[config.mk]
export PLATFORM = sky130hd
export DESIGN_NAME = afs_ctrl
export DESIGN_NICKNAME = d
export VERILOG_FILES = /design/src/design/afs_pkg.sv /design/src/design/afs_ctrl.sv
export SDC_FILE = /design/constraint.sdc
export NUM_CORES = 1
export LEC_CHECK = 0
export BUFFER_PORTS_ARGS = -buffer_cell sky130_fd_sc_hd__buf_2
export CAP_MARGIN = 20
export CORE_UTILIZATION = 44
export DETAILED_ROUTE_END_ITERATION = 10
export PLACE_DENSITY = 0.81
export SYNTH_ARGS = -nofsm -noshare
export SYNTH_HDL_FRONTEND = slang
export SYNTH_SLANG_ARGS = --single-unit
[constraint.sdc]
create_clock -name clk -period 1.4 [get_ports clk]
set_input_delay 0.14 -clock clk [delete_from_list [all_inputs] [get_ports clk]]
set_output_delay 0.14 -clock clk [all_outputs]
set_load 0.03 [all_outputs]
[src/design/afs_pkg.sv]
package afs_pkg;

    localparam int MAX_SAMPLES_DEF  = 64;
    localparam int ALLELE_SLOTS_DEF = 1024;

    localparam int VALUE_W = 11;
    localparam int BIN_W   = 7;

    typedef struct packed {
        logic signed [VALUE_W-1:0] allele_value;
        logic                      last_item;
    } sample_t;

    typedef struct packed {
        logic [BIN_W-1:0] bin_index;
        logic [BIN_W-1:0] bin_value;
        logic             last_bin;
        logic             overflow;
    } bin_t;

    typedef struct packed {
        logic clr_write;
        logic accept;
        logic upd;
        logic dl_rd;
        logic tc_rd_walk;
        logic bin_rd_walk;
        logic bin_inc;
        logic out_rd;
        logic out_load;
    } ctrl_cmd_t;

    typedef struct packed {
        logic clr_done;
        logic item_ok;
        logic item_last;
        logic last_q;
        logic walk_done;
        logic walk_empty;
        logic out_free;
        logic out_final;
    } dp_status_t;

endpackage

[src/design/afs_ctrl.sv]
module afs_ctrl (
    input  logic                   clk,
    input  logic                   rst_n,
    input  logic                   in_valid,
    output logic                   in_ready,
    input  afs_pkg::dp_status_t    status,
    output afs_pkg::ctrl_cmd_t     cmd
);

    typedef enum logic [8:0] {
        ST_CLEAR  = 9'b000000001,
        ST_IDLE   = 9'b000000010,
        ST_UPDATE = 9'b000000100,
        ST_W_DL   = 9'b000001000,
        ST_W_TC   = 9'b000010000,
        ST_W_BIN  = 9'b000100000,
        ST_W_INC  = 9'b001000000,
        ST_O_RD   = 9'b010000000,
        ST_O_LOAD = 9'b100000000
    } state_t;

    state_t state_reg;
    state_t state_next;

    always_ff @(posedge clk or negedge rst_n)
    begin
        if (!rst_n)
        begin
            state_reg <= ST_CLEAR;
        end
        else
        begin
            state_reg <= state_next;
        end
    end

    always_comb
    begin
        state_next = state_reg;
        cmd        = '0;
        in_ready   = 1'b0;
        case (state_reg)
            ST_CLEAR:
            begin
                cmd.clr_write = 1'b1;
                if (status.clr_done)
                begin
                    state_next = ST_IDLE;
                end
            end
            ST_IDLE:
            begin
                in_ready   = 1'b1;
                cmd.accept = in_valid;
                if (in_valid)
                begin
                    if (status.item_ok)
                    begin
                        state_next = ST_UPDATE;
                    end
                    else if (status.item_last)
                    begin
                        state_next = status.walk_empty ? ST_O_RD : ST_W_DL;
                    end
                end
            end
            ST_UPDATE:
            begin
                cmd.upd    = 1'b1;
                state_next = status.last_q ? ST_W_DL : ST_IDLE;
            end
            ST_W_DL:
            begin
                cmd.dl_rd  = 1'b1;
                state_next = ST_W_TC;
            end
            ST_W_TC:
            begin
                cmd.tc_rd_walk = 1'b1;
                state_next     = ST_W_BIN;
            end
            ST_W_BIN:
            begin
                cmd.bin_rd_walk = 1'b1;
                state_next      = ST_W_INC;
            end
            ST_W_INC:
            begin
                cmd.bin_inc = 1'b1;
                state_next  = status.walk_done ? ST_O_RD : ST_W_DL;
            end
            ST_O_RD:
            begin
                cmd.out_rd = 1'b1;
                state_next = ST_O_LOAD;
            end
            ST_O_LOAD:
            begin
                if (status.out_free)
                begin
                    cmd.out_load = 1'b1;
                    state_next   = status.out_final ? ST_IDLE : ST_O_RD;
                end
            end
            default:
            begin
                state_next = ST_CLEAR;
            end
        endcase
    end

endmodule

==> flow_metrics.py, run 1 <==
metrics = {
    "run_status": {
        "haltStage": "global routing (5_1_grt)",
        "status": "did not finish",
        "error": "[ERROR DPL-0038] Utilization greater than 100%, impossible to legalize",
    },
    "logic_synthesis": {
        "synthFlopType": "dfrtp_1",
        "syn_nets": 90,
        "synthCells": 79,
        "yosys.area.top_type_share_pct": 30.13,
        "synth.distinct_cells": 39,
        "ys_seq_elements": 9,
        "synth_most_common_cell": "nor2_1",
        "synth.avg_cell_area_um2": 8.410,
        "yosys-top-cells-count": "nor2_1 (10), dfrtp_1 (8), nor4_1 (5)",
        "synthArstFlopShare_pct": 100.0,
        "synth_largest_area_cell": "dfrtp_1",
        "synth.cell_area_um2": 664.4,
        "synth_area_leaders": "dfrtp_1 (30%), nor2_1 (5.6%), nor4_1 (4.7%)",
        "synth_edf_count": 0,
        "seq_area_frac_synth_pct": 34.09,
        "yosys_warnings": 0,
    },
    "place": {
        "gp_congestion": 0.8556,
        "hpwl_mm": 1.647,
        "port_buffers": 20,
        "dp_slack_ns": -0.2318,
    },
    "cts": {
        "htreeDepth": 1,
        "clockBufferDepth": 2,
        "cts_root_buf": "clkbuf_4",
        "cts_sinks": 9,
        "cts_made_buffers": 3,
    },
    "floorplan": {
        "io_pins": 21,
        "start_util_pct": 49.21,
        "dieWidth_um": 40.86,
        "dieHeight_um": 40.86,
        "rows": 13,
    },
    "sta": {
        "worstEndpointType": "top-level output",
        "crit_endpoint": "cmd[7]",
    },
    "grt": {
        "grt_max_degree": 10,
    },
}
-- through the flow --
step / instances / TNS, ns / cell area [um^2] / hold slack, ns / util [%]
after detailed placement: 136 / -2.146 / 1011 / 0.01315 / 74.88
after global placement: 136 / -1.903 / 1011 / 0.01149 / 74.88
after CTS: 152 / -4.351 / 1239 / 0.08281 / 91.75
after floorplan: 79 / -1.092 / 732.0 / -0.1556 / -
-- cells by family after synthesis --
logic type,synth area share [%]
DFF,34.09
buffers and inverters,6.966
and+or+nand+nor,39.36
xor gates and xnor gates,1.319
AOI/OAI and AO/OA,16.76
muxes,1.507
-- repair_timing --
item,4_1_cts
setup buffers,11
pin swaps,14
resized for setup,33
hold endpoints to repair,9
hold buffers,1
setup endpoints to repair,17
==> run 2: changes to the inputs <==
--- a/config.mk
+++ b/config.mk
@@ -7,9 +7,10 @@
 export LEC_CHECK = 0
 export BUFFER_PORTS_ARGS = -buffer_cell sky130_fd_sc_hd__buf_2
 export CAP_MARGIN = 20
-export CORE_UTILIZATION = 44
+export CORE_AREA = 2 2 63 65
 export DETAILED_ROUTE_END_ITERATION = 10
-export PLACE_DENSITY = 0.81
+export DIE_AREA = 0 0 65 67
+export PLACE_DENSITY_LB_ADDON = 0.15
 export SYNTH_ARGS = -nofsm -noshare
 export SYNTH_HDL_FRONTEND = slang
 export SYNTH_SLANG_ARGS = --single-unit
==> constraint.sdc (replaced) <==
create_clock -name clk -period 1.82 [get_ports clk]
set_input_delay 0.182 -clock clk [delete_from_list [all_inputs] [get_ports clk]]
set_output_delay 0.182 -clock clk [all_outputs]
set_load 0.03 [all_outputs]
==> run 2 against run 1 <==
Compared with the run above: the run now ends clean; area after synthesis unchanged; synthesized cell count is the same.
==> flow_metrics.py, run 2 <==
metrics = {
    "grt": {
        "grt_use_met1_pct": 13.86,
        "grt_pass1_vias": 674,
        "grt_max_degree": 10,
        "grt.busiest_layer": "met2",
        "antenna_found_initial": 0,
        "grt_util_met3_pct": 2.027,
        "grtUsageTotal_pct": 9.725,
        "grt_use_met2_pct": 14.43,
        "gr-total-overflow": 0,
        "grt_pass1_wl_mm": 3.222,
    },
    "worst_setup_path": {
        "crit_type": "flip-flop to output port",
        "setup.worst_path.end_class": "output port",
        "max_stage_delay_ns": 0.59,
        "cp_slowest_cell": "or4b_4",
        "cp_cell_sequence": "or4b_4 -> nor2_4 -> and2_4 -> buf_6",
        "cp_top_family": "simple AND/OR/NAND/NOR gates",
        "crit_path_max_fanout": 4,
        "critPathRequiredTime_ns": 1.64,
        "startpoint_type": "flip-flop",
        "path_buf_inv": 1,
        "worstReg2RegStart": "state_reg[0]",
        "critPathArrivalTime_ns": 1.63,
        "startpoint": "state_reg[3]",
    },
    "sta": {
        "setup_violations": 0,
        "clock_skew_ns": 0.003069,
        "hold_violations": 0,
        "timing.final.crit_share_pct": 99.55,
        "finalCriticalPeriod_ns": 1.812,
        "max_freq_mhz": 551.9,
        "rsz0062_at_grt": "yes",
        "slew_viol_final": 0,
        "max_slew.worst_pin.slew_ns": 0.4263,
        "relSlewSlack_pct": 71.32,
    },
    "floorplan": {
        "coreArea_um2": 3606,
        "io_pins": 21,
        "fp.dieArea_um2": 4355,
        "dieHeight_um": 67,
        "dieWidth_um": 65,
        "rows": 22,
        "start_util_pct": 18.42,
    },
    "place": {
        "gp_congestion": 0.7697,
        "hpwl_mm": 1.546,
        "placed_cells": 148,
        "port_buffers": 20,
    },
    "finish": {
        "drive_gt1_share_pct": 50.00,
        "fin_util_pct": 29.11,
        "stdcell_count": 160,
        "n_antenna_cell": 0,
        "layout_commonest_cell": "buf_2",
        "layout_common_cells": "buf_2 (14), buf_4 (13), nor2_1 (9)",
        "largest_register_ff_count": 9,
        "layout-area-overhead-vs-synth_pct": 58.00,
        "fin_nets": 124,
        "fill_cells": 393,
    },
    "worst_hold_path": {
        "hp-class": "input pin to flip-flop",
        "hold_start": "status[7]",
    },
    "power_and_ir_drop": {
        "power_density_nw_per_um2": 1094,
        "p_leak_nw": 0.4661,
        "totalPowerFinal_w": 0.001149,
        "ir_drop_v": 0.0003266,
    },
    "logic_synthesis": {
        "synth.cell_area_um2": 664.4,
        "synthArstFlopShare_pct": 100.0,
        "seq_area_frac_synth_pct": 34.09,
        "yosys-top-cells-count": "nor2_1 (10), dfrtp_1 (8), nor4_1 (5)",
        "synth_largest_area_cell": "dfrtp_1",
        "synth_area_leaders": "dfrtp_1 (30%), nor2_1 (5.6%), nor4_1 (4.7%)",
        "synth.avg_cell_area_um2": 8.410,
        "synth_edf_count": 0,
        "yosys.area.top_type_share_pct": 30.13,
        "ys_seq_elements": 9,
        "synth_most_common_cell": "nor2_1",
        "synthFlopType": "dfrtp_1",
        "syn_nets": 90,
        "synthCells": 79,
        "yosys_warnings": 0,
        "synth.distinct_cells": 39,
    },
    "route": {
        "via_per_inst": 4.531,
        "first_iter_violations": 24,
        "via_count": 725,
        "postRouteAntennaNets": 0,
        "routedWlPerCell_um": 12.64,
        "drt_first_pass_iters": 4,
        "wl_mm": 2.022,
        "drc": 0,
    },
    "cts": {
        "cts_made_buffers": 3,
        "clk_pin_slew_ns": 0.04,
        "cts_tree": "yes",
        "cts_sinks": 9,
        "clkLatencyLatePin_ns": 0.23,
        "htreeDepth": 1,
        "cts_root_buf": "clkbuf_8",
        "clockBufferDepth": 2,
    },
    "run_status": {
        "status": "complete, no violations",
    },
    "job": {
        "cap_violations": 0,
    },
}
==> run 2: final timing paths <==
path	depth (start not counted)	slack, ns	end
setup reg to reg	6	0.12	state_reg[0]
setup / recovery	4	0.008	cmd[7]
hold reg to reg	2	0.64	state_reg[2]
min in group asynchronous	2	0.33	state_reg[6]
hold / removal	2	0.13	state_reg[0]
max in group asynchronous	2	1.23	state_reg[0]
==> run 2: power by group <==
part / switching [W] / total, W / internal [W]
Sequential: 0.0000450 / 0.000288 / 0.000243
Clock: 0.0000759 / 0.000228 / 0.000152
Combinational: 0.000347 / 0.000632 / 0.000286
Total: 0.000467 / 0.00115 / 0.000681
==> run 2: timing repair <==
item	4_1_cts	5_1_grt
endpoints found under the hold margin	8	0
resized for setup	8	22
buffers inserted	4	3
endpoints found under the setup margin	8	11
hold buffers	1	0
pin swaps	2	5
==> run 2: worst reg2reg max path, delay by kind of cell (launching register included) <==
family | cells | cell delay, ns
flip-flops | 1 | 0.56
AND/OR/NAND/NOR | 3 | 0.73
buffers and inverters | 2 | 0.25
AO/OA/AOI/OAI | 1 | 0.09
==> run 2: cells by family (layout without fill, tap and decap cells) <==
family | Yosys count | in the layout | share of synthesized area (%)
XOR/XNOR | 1 | 1 | 1.319
flip-flops | 9 | 9 | 34.09
AO/OA/AOI/OAI | 16 | 16 | 16.76
multiplexers | 1 | 1 | 1.507
buffers and inverters | 8 | 41 | 6.966
AND/OR/NAND/NOR | 44 | 44 | 39.36
==> run 2: final cells by class <==
| type | instances | area, um^2 | share of cell area, % |
|---|---|---|---|
| Multi-Input combinational cell | 62 | 465.4 | 44.34 |
| Timing Repair Buffer | 33 | 234.0 | 22.29 |
| Sequential cell | 9 | 230.2 | 21.93 |
| Tap cell | 48 | 60.06 | 5.721 |
| Clock buffer | 4 | 45.04 | 4.291 |
| Inverter | 4 | 15.01 | 1.430 |
==> run 2: per-layer routing <==
metal | up-vias | wire (um)
met1 | 340 | 1000
met4 | 0 | 0
met3 | 0 | 112
met2 | 26 | 909
met5 | - | 0
li1 | 359 | -
==> run 2: per-stage QoR <==
stage	area (um^2)	setup slack (ns)	hold slack, ns	setup TNS [ns]
6_report	1050	0.008149	0.1330	0
5_1_grt	1050	-0.04450	0.1534	-0.04766
4_1_cts	947.2	0.0006155	0.1314	0
3_5_place_dp	842.1	0.04415	0.04609	0
3_3_place_gp	842.1	-0.006012	0.05392	-0.006012
2_1_floorplan	675.6	0.06389	-0.1136	0
No activity file was read; power rests on OpenSTA's default activity.
==> run 3: changes to the inputs <==
--- a/config.mk
+++ b/config.mk
@@ -5,6 +5,7 @@
 export SDC_FILE = /design/constraint.sdc
 export NUM_CORES = 1
 export LEC_CHECK = 0
+export ABC_AREA = 1
 export BUFFER_PORTS_ARGS = -buffer_cell sky130_fd_sc_hd__buf_2
 export CAP_MARGIN = 20
 export CORE_AREA = 2 2 63 65
==> run 3 against run 2 <==
Compared with the run above: core utilization is 4.4 points lower; area after synthesis is 1.1% higher; wire length down 8.8%; clock power is 6% higher; final cell count grew 11%; final area decreased by 15%; via count fell by 1.7%; combinational power decreased by 21%; critical path depth grew 2; clock-buffer cell count did not move; register-to-register slack improved by 0.40 ns; sequential cell count stayed put.
==> flow_metrics.py, run 3 <==
metrics = {
    "logic_synthesis": {
        "synthCells": 105,
        "synth.distinct_cells": 18,
        "ys_seq_elements": 9,
        "synth_most_common_cell": "nand2_1",
        "synth.cell_area_um2": 671.9,
        "seq_area_frac_synth_pct": 33.71,
        "yosys.area.top_type_share_pct": 29.80,
        "syn_nets": 116,
        "synth_area_leaders": "dfrtp_1 (30%), nand2_1 (12%), nor2_1 (11%)",
        "yosys_warnings": 0,
        "synth_edf_count": 0,
        "synth.avg_cell_area_um2": 6.399,
        "yosys-top-cells-count": "nand2_1 (22), nor2_1 (19), inv_1 (15)",
        "synthArstFlopShare_pct": 100.0,
        "synthFlopType": "dfrtp_1",
        "synth_largest_area_cell": "dfrtp_1",
    },
    "cts": {
        "cts_sinks": 9,
        "cts_tree": "yes",
        "cts_root_buf": "clkbuf_8",
        "htreeDepth": 1,
        "clkLatencyLatePin_ns": 0.24,
        "cts_made_buffers": 3,
        "clk_pin_slew_ns": 0.05,
        "clockBufferDepth": 2,
        "post_cts.repair.setup_buffers": 0,
    },
    "finish": {
        "layout-area-overhead-vs-synth_pct": 32.40,
        "fill_cells": 405,
        "stdcell_count": 178,
        "n_antenna_cell": 0,
        "layout_commonest_cell": "nand2_1",
        "layout_common_cells": "nand2_1 (22), nor2_1 (19), buf_2 (19)",
        "drive_gt1_share_pct": 33.08,
        "multi_input_area_um2": 370.4,
        "fin_nets": 142,
        "ff_latch_area_um2": 226.5,
        "largest_register_ff_count": 9,
        "postLayoutCellArea_um2": 889.6,
    },
    "sta": {
        "slew_viol_final": 0,
        "relSlewSlack_pct": 81.71,
        "rsz0062_at_grt": "no",
        "setup_tns_ns": 0,
        "clock_skew_ns": 0.001739,
        "hold_violations": 0,
        "max_slew.worst_pin.slew_ns": 0.2718,
        "finalCriticalPeriod_ns": 1.665,
        "timing.final.crit_share_pct": 91.46,
        "holdWs_ns": 0.1700,
        "setup_violations": 0,
        "max_freq_mhz": 600.7,
    },
    "worst_setup_path": {
        "startpoint_type": "flip-flop",
        "cp_cell_sequence": "nor2_4 -> nand2_2 -> inv_1 -> nand2_1 -> nor3_1 -> buf_2",
        "path_buf_inv": 2,
        "max_stage_delay_ns": 0.42,
        "crit_path_max_fanout": 5,
        "critPathArrivalTime_ns": 1.48,
        "r2r_cells": 8,
        "cp_slowest_cell": "dfrtp_1",
        "crit_type": "flip-flop to output port",
        "setup.worst_path.end_class": "output port",
        "critPathRequiredTime_ns": 1.64,
        "reg2reg_to": "state_reg[2]",
        "cp_top_family": "simple AND/OR/NAND/NOR gates",
        "worstReg2RegStart": "state_reg[3]",
        "rrSetupSlack_ns": 0.52,
    },
    "grt": {
        "grtUsageTotal_pct": 9.889,
        "antenna_found_initial": 0,
        "grt_max_degree": 10,
        "grt_pass1_wl_mm": 3.063,
        "grt_pass1_vias": 662,
        "gr-total-overflow": 0,
    },
    "run_status": {
        "status": "complete, no violations",
    },
    "route": {
        "drc": 0,
        "first_iter_violations": 29,
        "routedWlPerCell_um": 10.37,
        "wl_mm": 1.845,
        "via_per_inst": 4.006,
        "postRouteAntennaNets": 0,
        "drt_first_pass_iters": 4,
        "via_count": 713,
    },
    "power_and_ir_drop": {
        "ir_drop_v": 0.0003171,
        "p_leak_nw": 0.4873,
        "totalPowerFinal_w": 0.001016,
        "power_density_nw_per_um2": 1143,
    },
    "worst_hold_path": {
        "holdPathStages": 4,
        "hold_start": "status[7]",
        "whs_endpoint": "state_reg[0]",
        "hp-class": "input pin to flip-flop",
    },
    "floorplan": {
        "fp.dieArea_um2": 4355,
        "start_util_pct": 18.63,
        "dieHeight_um": 67,
        "io_pins": 21,
        "dieWidth_um": 65,
        "coreArea_um2": 3606,
        "rows": 22,
    },
    "job": {
        "cap_violations": 0,
    },
    "place": {
        "gp_congestion": 0.7983,
        "placed_cells": 173,
        "dpl_cell_area_um2": 832.0,
        "port_buffers": 20,
        "hpwl_mm": 1.544,
    },
}
## run 3: changes by cell type after synthesis, sizes merged, moves of 3 or more
| cell | delta |
|---|---|
| inv | +15 |
| nor2 | +17 |
| and3 | -3 |
| nand2 | +22 |
| and4 | -3 |
| buf | -4 |
| nand3 | +4 |
## run 3: where the power goes
group | switching [W] | leakage (nW) | internal, W
Sequential | 0.0000333 | 0.120 | 0.000242
Clock | 0.0000888 | 0.0228 | 0.000154
Combinational | 0.000342 | 0.344 | 0.000156
Total | 0.000465 | 0.487 | 0.000552
## run 3: final cells by class
cell class                 instances  area share, %
tap                               48          6.751
clock buffer                       4          5.063
inverter                          20          8.439
multi-input combinational         76          41.63
timing repair buffer              21          12.66
sequential                         9          25.46
## run 3: cell families after synthesis
group                  Yosys count  share of synthesized area (%)
and+or+nand+nor                 71                          51.40
AOI/OAI and AO/OA                5                          3.724
buffers and inverters           20                          11.17
DFF                              9                          33.71
## run 3: worst max-delay path by stage
stage | from | to | slack, ns | cells after the start
after floorplan | state_reg[1] | cmd[5] | 0.09 | 3
after global routing | state_reg[5] | cmd[7] | 0.02 | 6
after CTS | state_reg[3] | cmd[4] | 0.15 | 6
final | state_reg[3] | cmd[4] | 0.16 | 6
after global placement | state_reg[3] | cmd[4] | 0.43 | 6
after detailed placement | state_reg[3] | cmd[4] | 0.42 | 6
## run 3: layer usage
layer,global-route usage (%),part of all wire (%),vias to the layer above
met5,0,0,-
met1,12.08,45,319
met4,7.979,2.6,0
met3,1.182,4.6,4
met2,15.59,48,19
li1,-,-,371
## run 3: timing repair
item                                    4_1_cts  5_1_grt
hold endpoints to repair                      8        0
hold buffers                                  1        0
endpoints found under the setup margin        0        1
resized for setup                             0        1
## run 3: stage by stage
stage	util (%)	setup WS [ns]
after floorplan	-	0.08557
after global placement	23.07	0.4313
after detailed placement	23.07	0.4184
after CTS	24.60	0.1545
after global routing	24.67	0.02175
final	24.67	0.1554
## run 3: worst reg2reg max path, delay by kind of cell (launching register included)
family,cells,cell delay [ns]
simple gates,7,0.70
flops,1,0.42
buf+inv,1,0.08
==> run 4: changes to the inputs <==
--- a/config.mk
+++ b/config.mk
@@ -15,3 +15,4 @@
 export SYNTH_ARGS = -nofsm -noshare
 export SYNTH_HDL_FRONTEND = slang
 export SYNTH_SLANG_ARGS = --single-unit
+export TNS_END_PERCENT = 100
==> constraint.sdc (replaced) <==
create_clock -name clk -period 1.82 [get_ports clk]
set_input_delay 0.273 -clock clk [delete_from_list [all_inputs] [get_ports clk]]
set_output_delay 0.273 -clock clk [all_outputs]
set_load 0.03 [all_outputs]
==> run 4 against run 3 <==
Compared with the run above: sequential share of layout area is 0.42 points lower; register-to-register slack worse by 0.02 ns; worst setup slack worse by 0.055 ns; die area stayed put; sequential power hardly changed; core utilization is 0.42 points higher; wire length is 0.70% lower; final area is 1.7% higher; final cell count stayed put; critical path depth stayed put; via count is 0.56% lower.
==> flow_metrics.py, run 4 (same netlist as run 3, synthesis figures left out) <==
metrics = {
    "worst_setup_path": {
        "critPathArrivalTime_ns": 1.45,
        "startpoint_type": "flip-flop",
        "critPathRequiredTime_ns": 1.55,
        "startpoint": "state_reg[3]",
        "crit_type": "flip-flop to output port",
        "setup.worst_path.end_class": "output port",
        "crit_path_max_fanout": 5,
        "worstReg2RegStart": "state_reg[6]",
    },
    "route": {
        "routedWlPerCell_um": 10.29,
        "via_count": 709,
        "via_per_inst": 3.983,
        "drc": 0,
        "postRouteAntennaNets": 0,
        "wl_mm": 1.832,
        "drt_first_pass_iters": 4,
        "first_iter_violations": 25,
    },
    "finish": {
        "drive_gt1_share_pct": 34.62,
        "ff_latch_area_um2": 226.5,
        "multi_input_area_um2": 382.9,
        "n_antenna_cell": 0,
        "layout-area-overhead-vs-synth_pct": 34.64,
        "layout_common_cells": "nand2_1 (21), nor2_1 (19), buf_2 (18)",
        "fill_cells": 404,
        "layout_commonest_cell": "nand2_1",
        "largest_register_ff_count": 9,
        "fin_nets": 142,
    },
    "grt": {
        "grt_pass1_vias": 662,
        "antenna_found_initial": 0,
        "grt_util_met3_pct": 1.182,
        "grt_pass1_wl_mm": 3.063,
        "grt_use_met1_pct": 12.08,
        "grt.busiest_layer": "met2",
        "grt_use_met2_pct": 15.59,
        "grtUsageTotal_pct": 9.889,
        "gr-total-overflow": 0,
        "grt_max_degree": 10,
    },
    "floorplan": {
        "start_util_pct": 18.63,
        "dieHeight_um": 67,
        "fp.dieArea_um2": 4355,
        "dieWidth_um": 65,
        "coreArea_um2": 3606,
        "rows": 22,
        "io_pins": 21,
    },
    "sta": {
        "holdWs_ns": 0.2597,
        "max_freq_mhz": 581.5,
        "clock_skew_ns": 0.002831,
        "rsz0062_at_grt": "yes",
        "timing.final.crit_share_pct": 94.48,
        "fin_ws_ns": 0.1004,
        "relSlewSlack_pct": 81.71,
        "setup_violations": 0,
        "slew_viol_final": 0,
        "finalCriticalPeriod_ns": 1.720,
        "hold_violations": 0,
        "setup_tns_ns": 0,
        "max_slew.worst_pin.slew_ns": 0.2718,
    },
    "place": {
        "hpwl_mm": 1.544,
        "gp_congestion": 0.7983,
        "dp_slack_ns": 0.3274,
        "port_buffers": 20,
    },
    "job": {
        "cap_violations": 0,
    },
    "cts": {
        "htreeDepth": 1,
        "post_cts.repair.setup_buffers": 0,
        "cts_made_buffers": 3,
        "cts_tree": "yes",
        "clockBufferDepth": 2,
        "cts_sinks": 9,
        "clk_pin_slew_ns": 0.05,
        "cts_root_buf": "clkbuf_8",
        "clkLatencyLatePin_ns": 0.24,
    },
    "power_and_ir_drop": {
        "ir_drop_v": 0.0003264,
        "power_density_nw_per_um2": 1139,
        "p_leak_nw": 0.4881,
    },
    "worst_hold_path": {
        "hp-class": "input pin to flip-flop",
        "hold_start": "status[7]",
    },
    "run_status": {
        "status": "complete, no violations",
    },
}
[run 4: routing by layer]
metal | part of all wire, % | up-vias
met4 | 2.6 | 0
li1 | - | 371
met3 | 4.1 | 4
met2 | 48 | 18
met1 | 45 | 316
met5 | 0 | -
[run 4: repair_timing]
action	CTS	global route
endpoints found under the setup margin	0	4
gates resized for setup	0	5
hold endpoints to repair	8	0
hold buffers	1	0
[run 4: final timing paths]
| path | endpoint | slack [ns] | depth (start not counted) |
|---|---|---|---|
| worst max register to register | state_reg[2] | 0.50 | 8 |
| worst min register to register | state_reg[4] | 0.57 | 1 |
| worst min-delay path | state_reg[0] | 0.26 | 4 |
| worst max-delay path | cmd[3] | 0.10 | 6 |
| max in group asynchronous | state_reg[0] | 1.14 | 2 |
| min in group asynchronous | state_reg[1] | 0.42 | 2 |
[run 4: cell type report]
cell class	count	area share, %
Inverter	20	8.299
Sequential cell	9	25.03
Clock buffer	4	4.979
Timing Repair Buffer	21	12.72
Multi-Input combinational cell	76	42.32
Tap cell	48	6.639
[run 4: worst max-delay path: stages (launching register included)]
cell and delay (ns):
dfrtp_1 0.42, nor2_4 0.16, nand2_2 0.10, inv_1 0.06
nand2_1 0.14, nor2_1 0.12, buf_2 0.20
[run 4: through the flow]
step | power [W] | instance area (um^2) | cells | utilization [%]
finish | 0.001030 | 904.6 | 178 | 25.09
floorplan | 0.0006571 | 671.9 | 105 | -
global route | 0.001118 | 904.6 | 178 | 25.09
CTS | 0.001033 | 887.1 | 178 | 24.60
global placement | 0.0007810 | 832.0 | 173 | 23.07
detailed placement | 0.0007775 | 832.0 | 173 | 23.07
[run 4: report_power, final]
part	switching, W	internal, W	total [W]
logic	0.000352	0.000159	0.000511
clock network	0.0000900	0.000154	0.000244
registers	0.0000337	0.000242	0.000276
total	0.000476	0.000555	0.00103
